==> src/sv/sha256_stream_hasher_top_defines.svh <==
// Assertion macros used by the top-level RTL. They compile to nothing in synthesis.
`ifndef SHA256_STREAM_HASHER_TOP_DEFINES_SVH
`define SHA256_STREAM_HASHER_TOP_DEFINES_SVH
`ifndef SYNTHESIS
`define SHA_ASSERT_IMPLY(lbl, ante, cons) \
   lbl: assert property (@(posedge clock) disable iff (reset) (ante) |-> (cons)) \
      else $error("implication check failed");
`define SHA_ASSERT_NEXT(lbl, ante, cons) \
   lbl: assert property (@(posedge clock) disable iff (reset) (ante) |=> (cons)) \
      else $error("next-cycle check failed");
`else
`define SHA_ASSERT_IMPLY(lbl, ante, cons)
`define SHA_ASSERT_NEXT(lbl, ante, cons)
`endif
`endif

==> src/sv/sha_pkg.sv <==
package sha_pkg;

   typedef logic [31:0] word_type;
   typedef logic [7:0][31:0] hash_type;

   // Control from the sequencer to the compression core.
   typedef struct packed {
      logic       load;
      logic [7:0] data;
      logic       compress;
      logic       init_hash;
   } core_ctl_type;

   typedef struct packed {
      logic busy;
   } core_sts_type;

   localparam logic [7:0] PAD_BYTE      = 8'h80;
   localparam logic [5:0] LAST_SLOT     = 6'd63;
   localparam logic [5:0] PRE_LEN_SLOT  = 6'd55;
   localparam logic [5:0] LAST_ROUND    = 6'd63;
   localparam logic [2:0] LAST_WORD_IDX = 3'd7;
   localparam logic [63:0] BYTE_BITS    = 64'd8;

   // Packed so that element 0 is H0.
   localparam hash_type HASH_INIT = {
      32'h5be0cd19, 32'h1f83d9ab, 32'h9b05688c, 32'h510e527f,
      32'ha54ff53a, 32'h3c6ef372, 32'hbb67ae85, 32'h6a09e667
   };

   localparam word_type ROUND_K [64] = '{
      32'h428a2f98, 32'h71374491, 32'hb5c0fbcf, 32'he9b5dba5,
      32'h3956c25b, 32'h59f111f1, 32'h923f82a4, 32'hab1c5ed5,
      32'hd807aa98, 32'h12835b01, 32'h243185be, 32'h550c7dc3,
      32'h72be5d74, 32'h80deb1fe, 32'h9bdc06a7, 32'hc19bf174,
      32'he49b69c1, 32'hefbe4786, 32'h0fc19dc6, 32'h240ca1cc,
      32'h2de92c6f, 32'h4a7484aa, 32'h5cb0a9dc, 32'h76f988da,
      32'h983e5152, 32'ha831c66d, 32'hb00327c8, 32'hbf597fc7,
      32'hc6e00bf3, 32'hd5a79147, 32'h06ca6351, 32'h14292967,
      32'h27b70a85, 32'h2e1b2138, 32'h4d2c6dfc, 32'h53380d13,
      32'h650a7354, 32'h766a0abb, 32'h81c2c92e, 32'h92722c85,
      32'ha2bfe8a1, 32'ha81a664b, 32'hc24b8b70, 32'hc76c51a3,
      32'hd192e819, 32'hd6990624, 32'hf40e3585, 32'h106aa070,
      32'h19a4c116, 32'h1e376c08, 32'h2748774c, 32'h34b0bcb5,
      32'h391c0cb3, 32'h4ed8aa4a, 32'h5b9cca4f, 32'h682e6ff3,
      32'h748f82ee, 32'h78a5636f, 32'h84c87814, 32'h8cc70208,
      32'h90befffa, 32'ha4506ceb, 32'hbef9a3f7, 32'hc67178f2
   };

   function automatic word_type big_sigma0(input word_type x);
      return {x[1:0], x[31:2]} ^ {x[12:0], x[31:13]} ^ {x[21:0], x[31:22]};
   endfunction

   function automatic word_type big_sigma1(input word_type x);
      return {x[5:0], x[31:6]} ^ {x[10:0], x[31:11]} ^ {x[24:0], x[31:25]};
   endfunction

   function automatic word_type small_sigma0(input word_type x);
      return {x[6:0], x[31:7]} ^ {x[17:0], x[31:18]} ^ (x >> 3);
   endfunction

   function automatic word_type small_sigma1(input word_type x);
      return {x[16:0], x[31:17]} ^ {x[18:0], x[31:19]} ^ (x >> 10);
   endfunction

endpackage

==> src/sv/sha_req_if.sv <==
interface sha_req_if;
   logic       valid;
   logic       ready;
   logic [7:0] data_byte;
   logic       byte_valid;
   logic       end_of_message;

   modport source (output valid, data_byte, byte_valid, end_of_message, input ready);
   modport sink (input valid, data_byte, byte_valid, end_of_message, output ready);
endinterface

==> src/sv/sha_rsp_if.sv <==
interface sha_rsp_if;
   logic        valid;
   logic        ready;
   logic [31:0] digest_word;
   logic [2:0]  word_index;
   logic        last_word;

   modport source (output valid, digest_word, word_index, last_word, input ready);
   modport sink (input valid, digest_word, word_index, last_word, output ready);
endinterface

==> src/sv/sha256_stream_hasher_top.sv <==
// SHA-256 stream hasher.
// The req channel takes one item per message byte: data_byte with byte_valid
// set, and end_of_message on the last item (it may come without a byte, so an
// empty message is allowed). The rsp channel then delivers eight digest words,
// word_index 0 (most significant) first, last_word set on the eighth.
// The item that completes a 64-byte block starts a compression: the shared
// round unit runs 64 rounds, one per cycle, and folds the result into the hash.
// An ending item adds 9 to 72 padding and length bytes, loaded one per cycle,
// plus one or two compressions, after which the digest words are offered.
// req ready is low while a block compresses, while padding runs and while
// the digest is out. If the receiver stalls, the current digest word holds
// until taken. Synchronous reset loads the initial hash values and clears
// the length and byte position.
module sha256_stream_hasher_top (
   input logic      clock,
   input logic      reset,
   sha_req_if.sink   req_bus,
   sha_rsp_if.source rsp_bus
);
   import sha_pkg::*;
`include "sha256_stream_hasher_top_defines.svh"

   localparam logic [1:0] ST_IDLE = 2'd0;
   localparam logic [1:0] ST_COMP = 2'd1;
   localparam logic [1:0] ST_PAD  = 2'd2;
   localparam logic [1:0] ST_OUT  = 2'd3;

   logic [1:0]  state_ff, state_in;
   logic [5:0]  pos_ff, pos_in;
   logic [63:0] len_ff, len_in;
   logic        first_ff, first_in;
   logic        lenph_ff, lenph_in;
   logic        pend_ff, pend_in;
   logic [2:0]  oidx_ff, oidx_in;

   core_ctl_type ctl;
   core_sts_type sts;
   hash_type     hash;
   logic         req_acc, rsp_acc;
   logic [7:0]   pad_byte;

   sha_core u_core (
      .clock (clock),
      .reset (reset),
      .ctl   (ctl),
      .sts   (sts),
      .hash  (hash)
   );

   assign req_bus.ready = (state_ff == ST_IDLE);
   assign req_acc       = req_bus.valid & req_bus.ready;
   assign rsp_acc       = rsp_bus.valid & rsp_bus.ready;

   // Padding byte: the marker, then zeros, then the length high byte first.
   assign pad_byte = first_ff ? PAD_BYTE : (lenph_ff ? len_ff[63:56] : 8'h00);

   // Sequencer.
   always_comb begin
      state_in = state_ff;
      pos_in   = pos_ff;
      len_in   = len_ff;
      first_in = first_ff;
      lenph_in = lenph_ff;
      pend_in  = pend_ff;
      oidx_in  = oidx_ff;
      ctl      = '0;
      unique case (state_ff)
         ST_IDLE: begin
            if (req_acc) begin
               if (req_bus.byte_valid) begin
                  ctl.load = 1'b1;
                  ctl.data = req_bus.data_byte;
                  pos_in   = pos_ff + 6'd1;
                  len_in   = len_ff + BYTE_BITS;
                  if (pos_ff == LAST_SLOT) begin
                     ctl.compress = 1'b1;
                     state_in     = ST_COMP;
                     pend_in      = req_bus.end_of_message;
                     first_in     = req_bus.end_of_message;
                  end else if (req_bus.end_of_message) begin
                     state_in = ST_PAD;
                     first_in = 1'b1;
                  end
               end else if (req_bus.end_of_message) begin
                  state_in = ST_PAD;
                  first_in = 1'b1;
               end
            end
         end
         ST_COMP: begin
            if (!sts.busy) begin
               if (lenph_ff) begin
                  state_in = ST_OUT;
               end else if (pend_ff) begin
                  state_in = ST_PAD;
               end else begin
                  state_in = ST_IDLE;
               end
            end
         end
         ST_PAD: begin
            ctl.load = 1'b1;
            ctl.data = pad_byte;
            pos_in   = pos_ff + 6'd1;
            first_in = 1'b0;
            if (lenph_ff) begin
               len_in = {len_ff[55:0], 8'h00};
            end
            if (pos_ff == PRE_LEN_SLOT) begin
               lenph_in = 1'b1;
            end
            if (pos_ff == LAST_SLOT) begin
               ctl.compress = 1'b1;
               state_in     = ST_COMP;
               pend_in      = 1'b1;
            end
         end
         ST_OUT: begin
            if (rsp_acc) begin
               oidx_in = oidx_ff + 3'd1;
               if (oidx_ff == LAST_WORD_IDX) begin
                  ctl.init_hash = 1'b1;
                  lenph_in      = 1'b0;
                  pend_in       = 1'b0;
                  len_in        = '0;
                  state_in      = ST_IDLE;
               end
            end
         end
         default: begin
            state_in = ST_IDLE;
         end
      endcase
   end

   always_ff @(posedge clock) begin
      if (reset) begin
         state_ff <= ST_IDLE;
         pos_ff   <= '0;
         len_ff   <= '0;
         first_ff <= 1'b0;
         lenph_ff <= 1'b0;
         pend_ff  <= 1'b0;
         oidx_ff  <= '0;
      end else begin
         state_ff <= state_in;
         pos_ff   <= pos_in;
         len_ff   <= len_in;
         first_ff <= first_in;
         lenph_ff <= lenph_in;
         pend_ff  <= pend_in;
         oidx_ff  <= oidx_in;
      end
   end

   // Digest words come straight from the hash registers.
   assign rsp_bus.valid       = (state_ff == ST_OUT);
   assign rsp_bus.digest_word = hash[oidx_ff];
   assign rsp_bus.word_index  = oidx_ff;
   assign rsp_bus.last_word   = (oidx_ff == LAST_WORD_IDX);

   // The sequencer never takes an item or shows a word while rounds run.
   `SHA_ASSERT_IMPLY(a_ready_idle_core, req_bus.ready, !sts.busy)
   `SHA_ASSERT_IMPLY(a_rsp_idle_core, rsp_bus.valid, !sts.busy)
   // The block's last byte always starts a compression.
   `SHA_ASSERT_IMPLY(a_wrap_compress, ctl.load && pos_ff == LAST_SLOT, ctl.compress)
   // After the final word the hash is back at its initial value.
   `SHA_ASSERT_NEXT(a_reload_iv, rsp_acc && rsp_bus.last_word, hash[0] == HASH_INIT[0])

endmodule

==> src/sv/sha_core.sv <==
module sha_core (
   input  logic                 clock,
   input  logic                 reset,
   input  sha_pkg::core_ctl_type ctl,
   output sha_pkg::core_sts_type sts,
   output sha_pkg::hash_type     hash
);
   import sha_pkg::*;

   // Message block and rolling schedule share one 512-bit shift register;
   // the oldest word sits at the top.
   logic [511:0] win_ff, win_in;
   hash_type     wv_ff, wv_in;
   hash_type     hash_ff, hash_in;
   logic [5:0]   cnt_ff, cnt_in;
   logic         run_ff, run_in;
   logic         add_ff, add_in;

   word_type w_old, w_1, w_9, w_14, w_sched, w_cur;
   word_type t1, t2, ch, maj;

   // Schedule word for this round.
   always_comb begin
      w_old   = win_ff[511:480];
      w_1     = win_ff[479:448];
      w_9     = win_ff[223:192];
      w_14    = win_ff[63:32];
      w_sched = small_sigma1(w_14) + w_9 + small_sigma0(w_1) + w_old;
      w_cur   = (cnt_ff[5:4] == 2'd0) ? w_old : w_sched;
   end

   // One compression round.
   always_comb begin
      ch  = (wv_ff[4] & wv_ff[5]) ^ (~wv_ff[4] & wv_ff[6]);
      maj = (wv_ff[0] & wv_ff[1]) ^ (wv_ff[0] & wv_ff[2]) ^ (wv_ff[1] & wv_ff[2]);
      t1  = wv_ff[7] + big_sigma1(wv_ff[4]) + ch + ROUND_K[cnt_ff] + w_cur;
      t2  = big_sigma0(wv_ff[0]) + maj;
   end

   // Next-state selection for the datapath.
   always_comb begin
      win_in  = win_ff;
      wv_in   = wv_ff;
      hash_in = hash_ff;
      cnt_in  = cnt_ff;
      run_in  = run_ff;
      add_in  = 1'b0;
      if (ctl.load) begin
         win_in = {win_ff[503:0], ctl.data};
      end else if (run_ff) begin
         win_in = {win_ff[479:0], w_cur};
      end
      if (ctl.load && ctl.compress) begin
         wv_in  = hash_ff;
         cnt_in = '0;
         run_in = 1'b1;
      end else if (run_ff) begin
         wv_in  = {wv_ff[6], wv_ff[5], wv_ff[4], wv_ff[3] + t1,
                   wv_ff[2], wv_ff[1], wv_ff[0], t1 + t2};
         cnt_in = cnt_ff + 6'd1;
         if (cnt_ff == LAST_ROUND) begin
            run_in = 1'b0;
            add_in = 1'b1;
         end
      end
      if (ctl.init_hash) begin
         hash_in = HASH_INIT;
      end else if (add_ff) begin
         for (int i = 0; i < 8; i++) begin
            hash_in[i] = hash_ff[i] + wv_ff[i];
         end
      end
   end

   always_ff @(posedge clock) begin
      win_ff <= win_in;
      wv_ff  <= wv_in;
      cnt_ff <= cnt_in;
      if (reset) begin
         run_ff  <= 1'b0;
         add_ff  <= 1'b0;
         hash_ff <= HASH_INIT;
      end else begin
         run_ff  <= run_in;
         add_ff  <= add_in;
         hash_ff <= hash_in;
      end
   end

   assign sts.busy = run_ff | add_ff;
   assign hash     = hash_ff;

endmodule

==> src/flat_wrapper.sv <==
// flat-port wrapper written by rule: the top's interface ports become plain ports
module sha256_stream_hasher_top_flat import sha_pkg::*;
  (clock, reset, req_bus_valid, req_bus_data_byte, req_bus_byte_valid, req_bus_end_of_message, req_bus_ready, rsp_bus_valid, rsp_bus_digest_word, rsp_bus_word_index, rsp_bus_last_word, rsp_bus_ready);
  sha_req_if req_bus_i ();
  sha_rsp_if rsp_bus_i ();
  input logic clock;
  input logic reset;
  input wire logic [$bits(req_bus_i.valid)-1:0] req_bus_valid;
  input wire logic [$bits(req_bus_i.data_byte)-1:0] req_bus_data_byte;
  input wire logic [$bits(req_bus_i.byte_valid)-1:0] req_bus_byte_valid;
  input wire logic [$bits(req_bus_i.end_of_message)-1:0] req_bus_end_of_message;
  output wire logic [$bits(req_bus_i.ready)-1:0] req_bus_ready;
  output wire logic [$bits(rsp_bus_i.valid)-1:0] rsp_bus_valid;
  output wire logic [$bits(rsp_bus_i.digest_word)-1:0] rsp_bus_digest_word;
  output wire logic [$bits(rsp_bus_i.word_index)-1:0] rsp_bus_word_index;
  output wire logic [$bits(rsp_bus_i.last_word)-1:0] rsp_bus_last_word;
  input wire logic [$bits(rsp_bus_i.ready)-1:0] rsp_bus_ready;
  assign req_bus_i.valid = req_bus_valid;
  assign req_bus_i.data_byte = req_bus_data_byte;
  assign req_bus_i.byte_valid = req_bus_byte_valid;
  assign req_bus_i.end_of_message = req_bus_end_of_message;
  assign req_bus_ready = req_bus_i.ready;
  assign rsp_bus_valid = rsp_bus_i.valid;
  assign rsp_bus_digest_word = rsp_bus_i.digest_word;
  assign rsp_bus_word_index = rsp_bus_i.word_index;
  assign rsp_bus_last_word = rsp_bus_i.last_word;
  assign rsp_bus_i.ready = rsp_bus_ready;
  sha256_stream_hasher_top u_core (.clock(clock), .reset(reset), .req_bus(req_bus_i), .rsp_bus(rsp_bus_i));
endmodule
==> config.mk <==
export PLATFORM = sky130hd
export DESIGN_NAME = sha256_stream_hasher_top_flat
export DESIGN_NICKNAME = d
export VERILOG_FILES = /design/src/sv/sha_pkg.sv /design/src/sv/sha_req_if.sv /design/src/sv/sha_rsp_if.sv /design/src/sv/sha256_stream_hasher_top.sv /design/src/sv/sha_core.sv /design/src/flat_wrapper.sv
export VERILOG_INCLUDE_DIRS = /design/src /design/src/sv
export SDC_FILE = /design/constraint.sdc
export NUM_CORES = 2
export LEC_CHECK = 0
export BUFFER_PORTS_ARGS = -buffer_cell sky130_fd_sc_hd__buf_2
export CAP_MARGIN = 30
export CORE_ASPECT_RATIO = 1.1
export CORE_MARGIN = 5
export CORE_UTILIZATION = 45
export CTS_CLUSTER_SIZE = 16
export DETAILED_ROUTE_END_ITERATION = 8
export PLACE_DENSITY = 0.64
export SYNTH_ARGS = -nofsm -noshare
export SYNTH_HDL_FRONTEND = slang
export SYNTH_SLANG_ARGS = --single-unit
==> constraint.sdc <==
create_clock -name clock -period 20.5 [get_ports clock]
set_input_delay 2.05 -clock clock [delete_from_list [all_inputs] [get_ports clock]]
set_output_delay 2.05 -clock clock [all_outputs]
set_load 0.02 [all_outputs]
==> results.py <==
metrics = {
    "worst_setup_path": {
        "rrSetupSlack_ps": 9270,
        "max_stage_delay_ps": 500,
        "r2r_start": "u_core.u_core.win_ff[53]",
        "criticalPathCategory": "reg2reg",
        "cp_top_family": "compound AO/OA/AOI/OAI gates",
        "crit_required_ps": 21010,
        "start_kind": "flop",
        "cp_max_fo": 6,
        "r2r_cells": 45,
        "worst-path-buf-inv": 6,
        "cpMaxStageDelayCell": "edfxtp_1",
        "end_kind": "flop",
        "arrival_ps": 11740,
        "worstReg2RegEnd": "u_core.u_core.wv_ff[31]",
    },
    "global_routing": {
        "grt_antenna_before_repair": 1,
        "grt_max_degree": 210,
        "use_met1_pct": 32.5,
        "grt.total_usage_pct": 26.0,
        "grt_pass1_wl_um": 356000,
        "gr-usage-met3_pct": 3.59,
        "use_met2_pct": 43.3,
        "grt-ovfl-total": 0,
        "grt-busiest-layer": "met2",
        "grt_pass1_vias": 59100,
    },
    "synthesis": {
        "ys_seq_area_share_pct": 39.5,
        "syn_area_sq_um": 75500,
        "yosys_warnings": 0,
        "synthAdderAreaFrac_pct": 12.1,
        "post_synth_num_cell_types": 92,
        "synth-simple-area-share_pct": 19.0,
        "synth_nets": 9223,
        "synth_top_family_by_area": "simple AND/OR/NAND/NOR gates",
        "synthArstFlopShare_pct": 0,
        "synth_flop_cell": "edfxtp_1",
        "ys_seq_elements": 1107,
        "avgSynthCellArea_sq_um": 8.77,
        "synthXorXnorAreaFrac_pct": 6.93,
        "muxShareOfSynthArea_pct": 4.68,
        "synth_cells": 8609,
        "synth_edf_count": 768,
        "synth_compound_area_share_pct": 13.4,
    },
    "die": {
        "rows": 157,
        "ios": 52,
        "die_h_um": 440,
        "initial_utilization_pct": 45.3,
        "die_area_sq_um": 176000,
        "core_sq_um": 167000,
        "fp.dieW_um": 400,
    },
    "cells_and_area": {
        "nNetsFinal": 9007,
        "final_layout_size_suffix_gt1_share_pct": 6.07,
        "fill_cells": 15700,
        "syn_to_final_growth_pct": 8.55,
        "fin_cells": 10700,
        "antenna_cells": 0,
    },
    "worst_hold_path": {
        "hold_end": "u_core.pos_ff[1]",
        "min-delay-start": "u_core.pos_ff[1]",
        "min_path_type": "reg2reg",
        "worstHoldPathCells": 2,
    },
    "sta": {
        "max-slew-margin-rel_pct": 25.6,
        "finalClockSkew_ps": 64.5,
        "whs_ps": 480,
        "finalSetupViolations": 0,
        "max_clock_freq_ghz": 0.0891,
        "worstMarginPinSlew_ps": 1120,
        "layout_min_cycle_time_ps": 11230,
        "hold_viol_final": 0,
        "drv_slew": 0,
        "timing.final.crit_share_pct": 54.8,
        "rsz0062_at_grt": "no",
        "setup_tns_ps": 0,
    },
    "detailed_routing": {
        "wl_per_cell_um": 22.1,
        "drt_iter0_markers": 6101,
        "via_count": 61200,
        "antenna_left": 0,
        "drcViolationCount": 0,
        "drtPass1Iterations": 7,
        "vias_per_cell": 5.71,
        "totalWireLength_um": 237000,
    },
    "clock_tree": {
        "cts_tree": "yes",
        "path_clk_slew_ps": 60,
        "clockBufferDepth": 3,
        "cts_buffers": 134,
        "post_cts_resized": 0,
        "cts.sinks": 1107,
        "post-cts-setup-buffer-count": 0,
        "ctsHoldBuffers": 0,
        "clock_latency_ps": 810,
        "root_buffer": "clkbuf_16",
        "htree_num_levels": 4,
    },
    "run_status": {
        "status": "finished clean",
    },
    "place": {
        "hpwl_um": 171000,
        "gp_congestion": 0.966,
        "dpl.cell_count": 10500,
        "io_buffers": 51,
    },
    "flow_run": {
        "maxCapViolations": 0,
    },
}
cell usage after synthesis, types with 9 or more instances:
| master | n | area [sq um] |
|---|---|---|
| a211oi_1 | 62 | 465 |
| a21boi_0 | 11 | 82.6 |
| a21o_1 | 177 | 1330 |
| a21oi_1 | 478 | 2390 |
| a221oi_1 | 15 | 131 |
| a311oi_1 | 20 | 175 |
| a31o_2 | 9 | 78.8 |
| a31oi_1 | 57 | 357 |
| and2_1 | 15 | 93.8 |
| and3_1 | 46 | 288 |
| buf_1 | 49 | 184 |
| clkbuf_1 | 439 | 1650 |
| dfxtp_1 | 339 | 6790 |
| edfxtp_1 | 768 | 23100 |
| fa_1 | 196 | 3920 |
| ha_1 | 404 | 5050 |
| inv_1 | 383 | 1440 |
| maj3_1 | 12 | 120 |
| mux2_2 | 70 | 788 |
| mux2i_1 | 120 | 1200 |
| mux4_2 | 68 | 1530 |
| nand2_1 | 2458 | 9230 |
| nand2b_1 | 69 | 432 |
| nand3_1 | 92 | 460 |
| nand4_1 | 33 | 206 |
| nor2_1 | 584 | 2190 |
| nor2b_1 | 49 | 307 |
| nor3_1 | 92 | 460 |
| nor3b_1 | 10 | 75.1 |
| nor4_1 | 10 | 62.6 |
| o211ai_1 | 43 | 323 |
| o21a_1 | 65 | 488 |
| o21ai_0 | 436 | 2180 |
| o21ai_1 | 11 | 55.1 |
| o21bai_1 | 46 | 345 |
| o22a_1 | 14 | 123 |
| o22ai_1 | 18 | 113 |
| o311ai_0 | 9 | 78.8 |
| o31a_1 | 10 | 87.6 |
| o31ai_1 | 43 | 323 |
| or2_2 | 13 | 81.3 |
| or3_1 | 35 | 219 |
| xnor2_1 | 399 | 3490 |
| xor2_1 | 193 | 1690 |
kinds of logic (layout without fill, tap and decap cells):
kind of cell               after synthesis  after routing
xor gates and xnor gates               594            594
and+or+nand+nor                       3536           3536
muxes                                  259            259
DFF                                   1107           1107
buffers and inverters                  875            767
AOI/OAI and AO/OA                     1626           1626
adders and majority gates              612            612
through the flow:
| step | utilization, % | cell area (sq um) | setup slack, ps |
|---|---|---|---|
| 6_report | 49.2 | 81900 | 9270 |
| 5_1_grt | 49.2 | 81900 | 8620 |
| 4_1_cts | 49.1 | 81900 | 9360 |
| 3_5_place_dp | 46.6 | 77600 | 9400 |
| 3_3_place_gp | 46.5 | 77400 | 9420 |
| 2_1_floorplan | - | 75500 | 5160 |
worst max path at each step:
stage | end | from | depth (start not counted) | slack (ps)
6_report | u_core.u_core.wv_ff[31] | u_core.u_core.win_ff[53] | 45 | 9270
5_1_grt | u_core.u_core.wv_ff[29] | u_core.u_core.win_ff[53] | 42 | 8620
4_1_cts | u_core.u_core.wv_ff[31] | u_core.u_core.win_ff[53] | 45 | 9360
3_5_place_dp | u_core.u_core.wv_ff[31] | u_core.u_core.win_ff[53] | 45 | 9400
3_3_place_gp | u_core.u_core.wv_ff[31] | u_core.u_core.win_ff[53] | 45 | 9420
2_1_floorplan | u_core.u_core.win_ff[0] | req_bus_valid | 5 | 5160
registers in the layout, summed over array words and instances (netlist names), 2 cells and up:
| register | cells |
|---|---|
| u_core.u_core.cnt_ff | 6 |
| u_core.state_ff | 2 |
| u_core.pos_ff | 6 |
| u_core.rsp_bus.word_index | 3 |
| u_core.u_core.hash | 256 |
| u_core.u_core.wv_ff | 256 |
| u_core.len_ff | 61 |
| u_core.u_core.win_ff | 512 |
per-layer routing:
layer	up-vias	wire length, um
met5	-	13
met4	2	15400
met3	552	13700
met2	2160	111000
met1	29500	96500
li1	29000	-
cell type report:
class	count	area, sq um	area share [%]
multi-input combinational	6627	42400	51.8
clock inverter	69	713	0.871
tap	2226	2790	3.40
inverter	386	1450	1.77
sequential	1107	29900	36.5
timing repair buffer	137	1080	1.32
clock buffer	175	3600	4.39
cell usage in the layout, fill, tap and decap left out, drive strengths merged, types with 35 or more instances in the layout:
cell,n
a211oi,62
a21o,177
a21oi,481
a31oi,58
and3,46
buf,137
clkbuf,175
clkinv,55
dfxtp,339
edfxtp,768
fa,196
ha,404
inv,390
mux2,71
mux2i,120
mux4,68
nand2,2458
nand2b,69
nand3,92
nor2,585
nor2b,49
nor3,92
o211ai,43
o21a,65
o21ai,447
o21bai,46
o31ai,47
or3,35
xnor2,399
xor2,193
worst register-to-register path: cells and delay by family (launching register included):
| kind | cells | cell delay (ps) |
|---|---|---|
| AO/OA/AOI/OAI | 23 | 4790 |
| XOR/XNOR | 6 | 1210 |
| adder cells (fa/ha/maj) | 9 | 3740 |
| buffers and inverters | 6 | 400 |
| flip-flops | 1 | 500 |
| multiplexers | 1 | 310 |
Power is left out: the tool's default activity adds up to more than one toggle a clock period on the data nets, which glitch-free logic cannot reach.
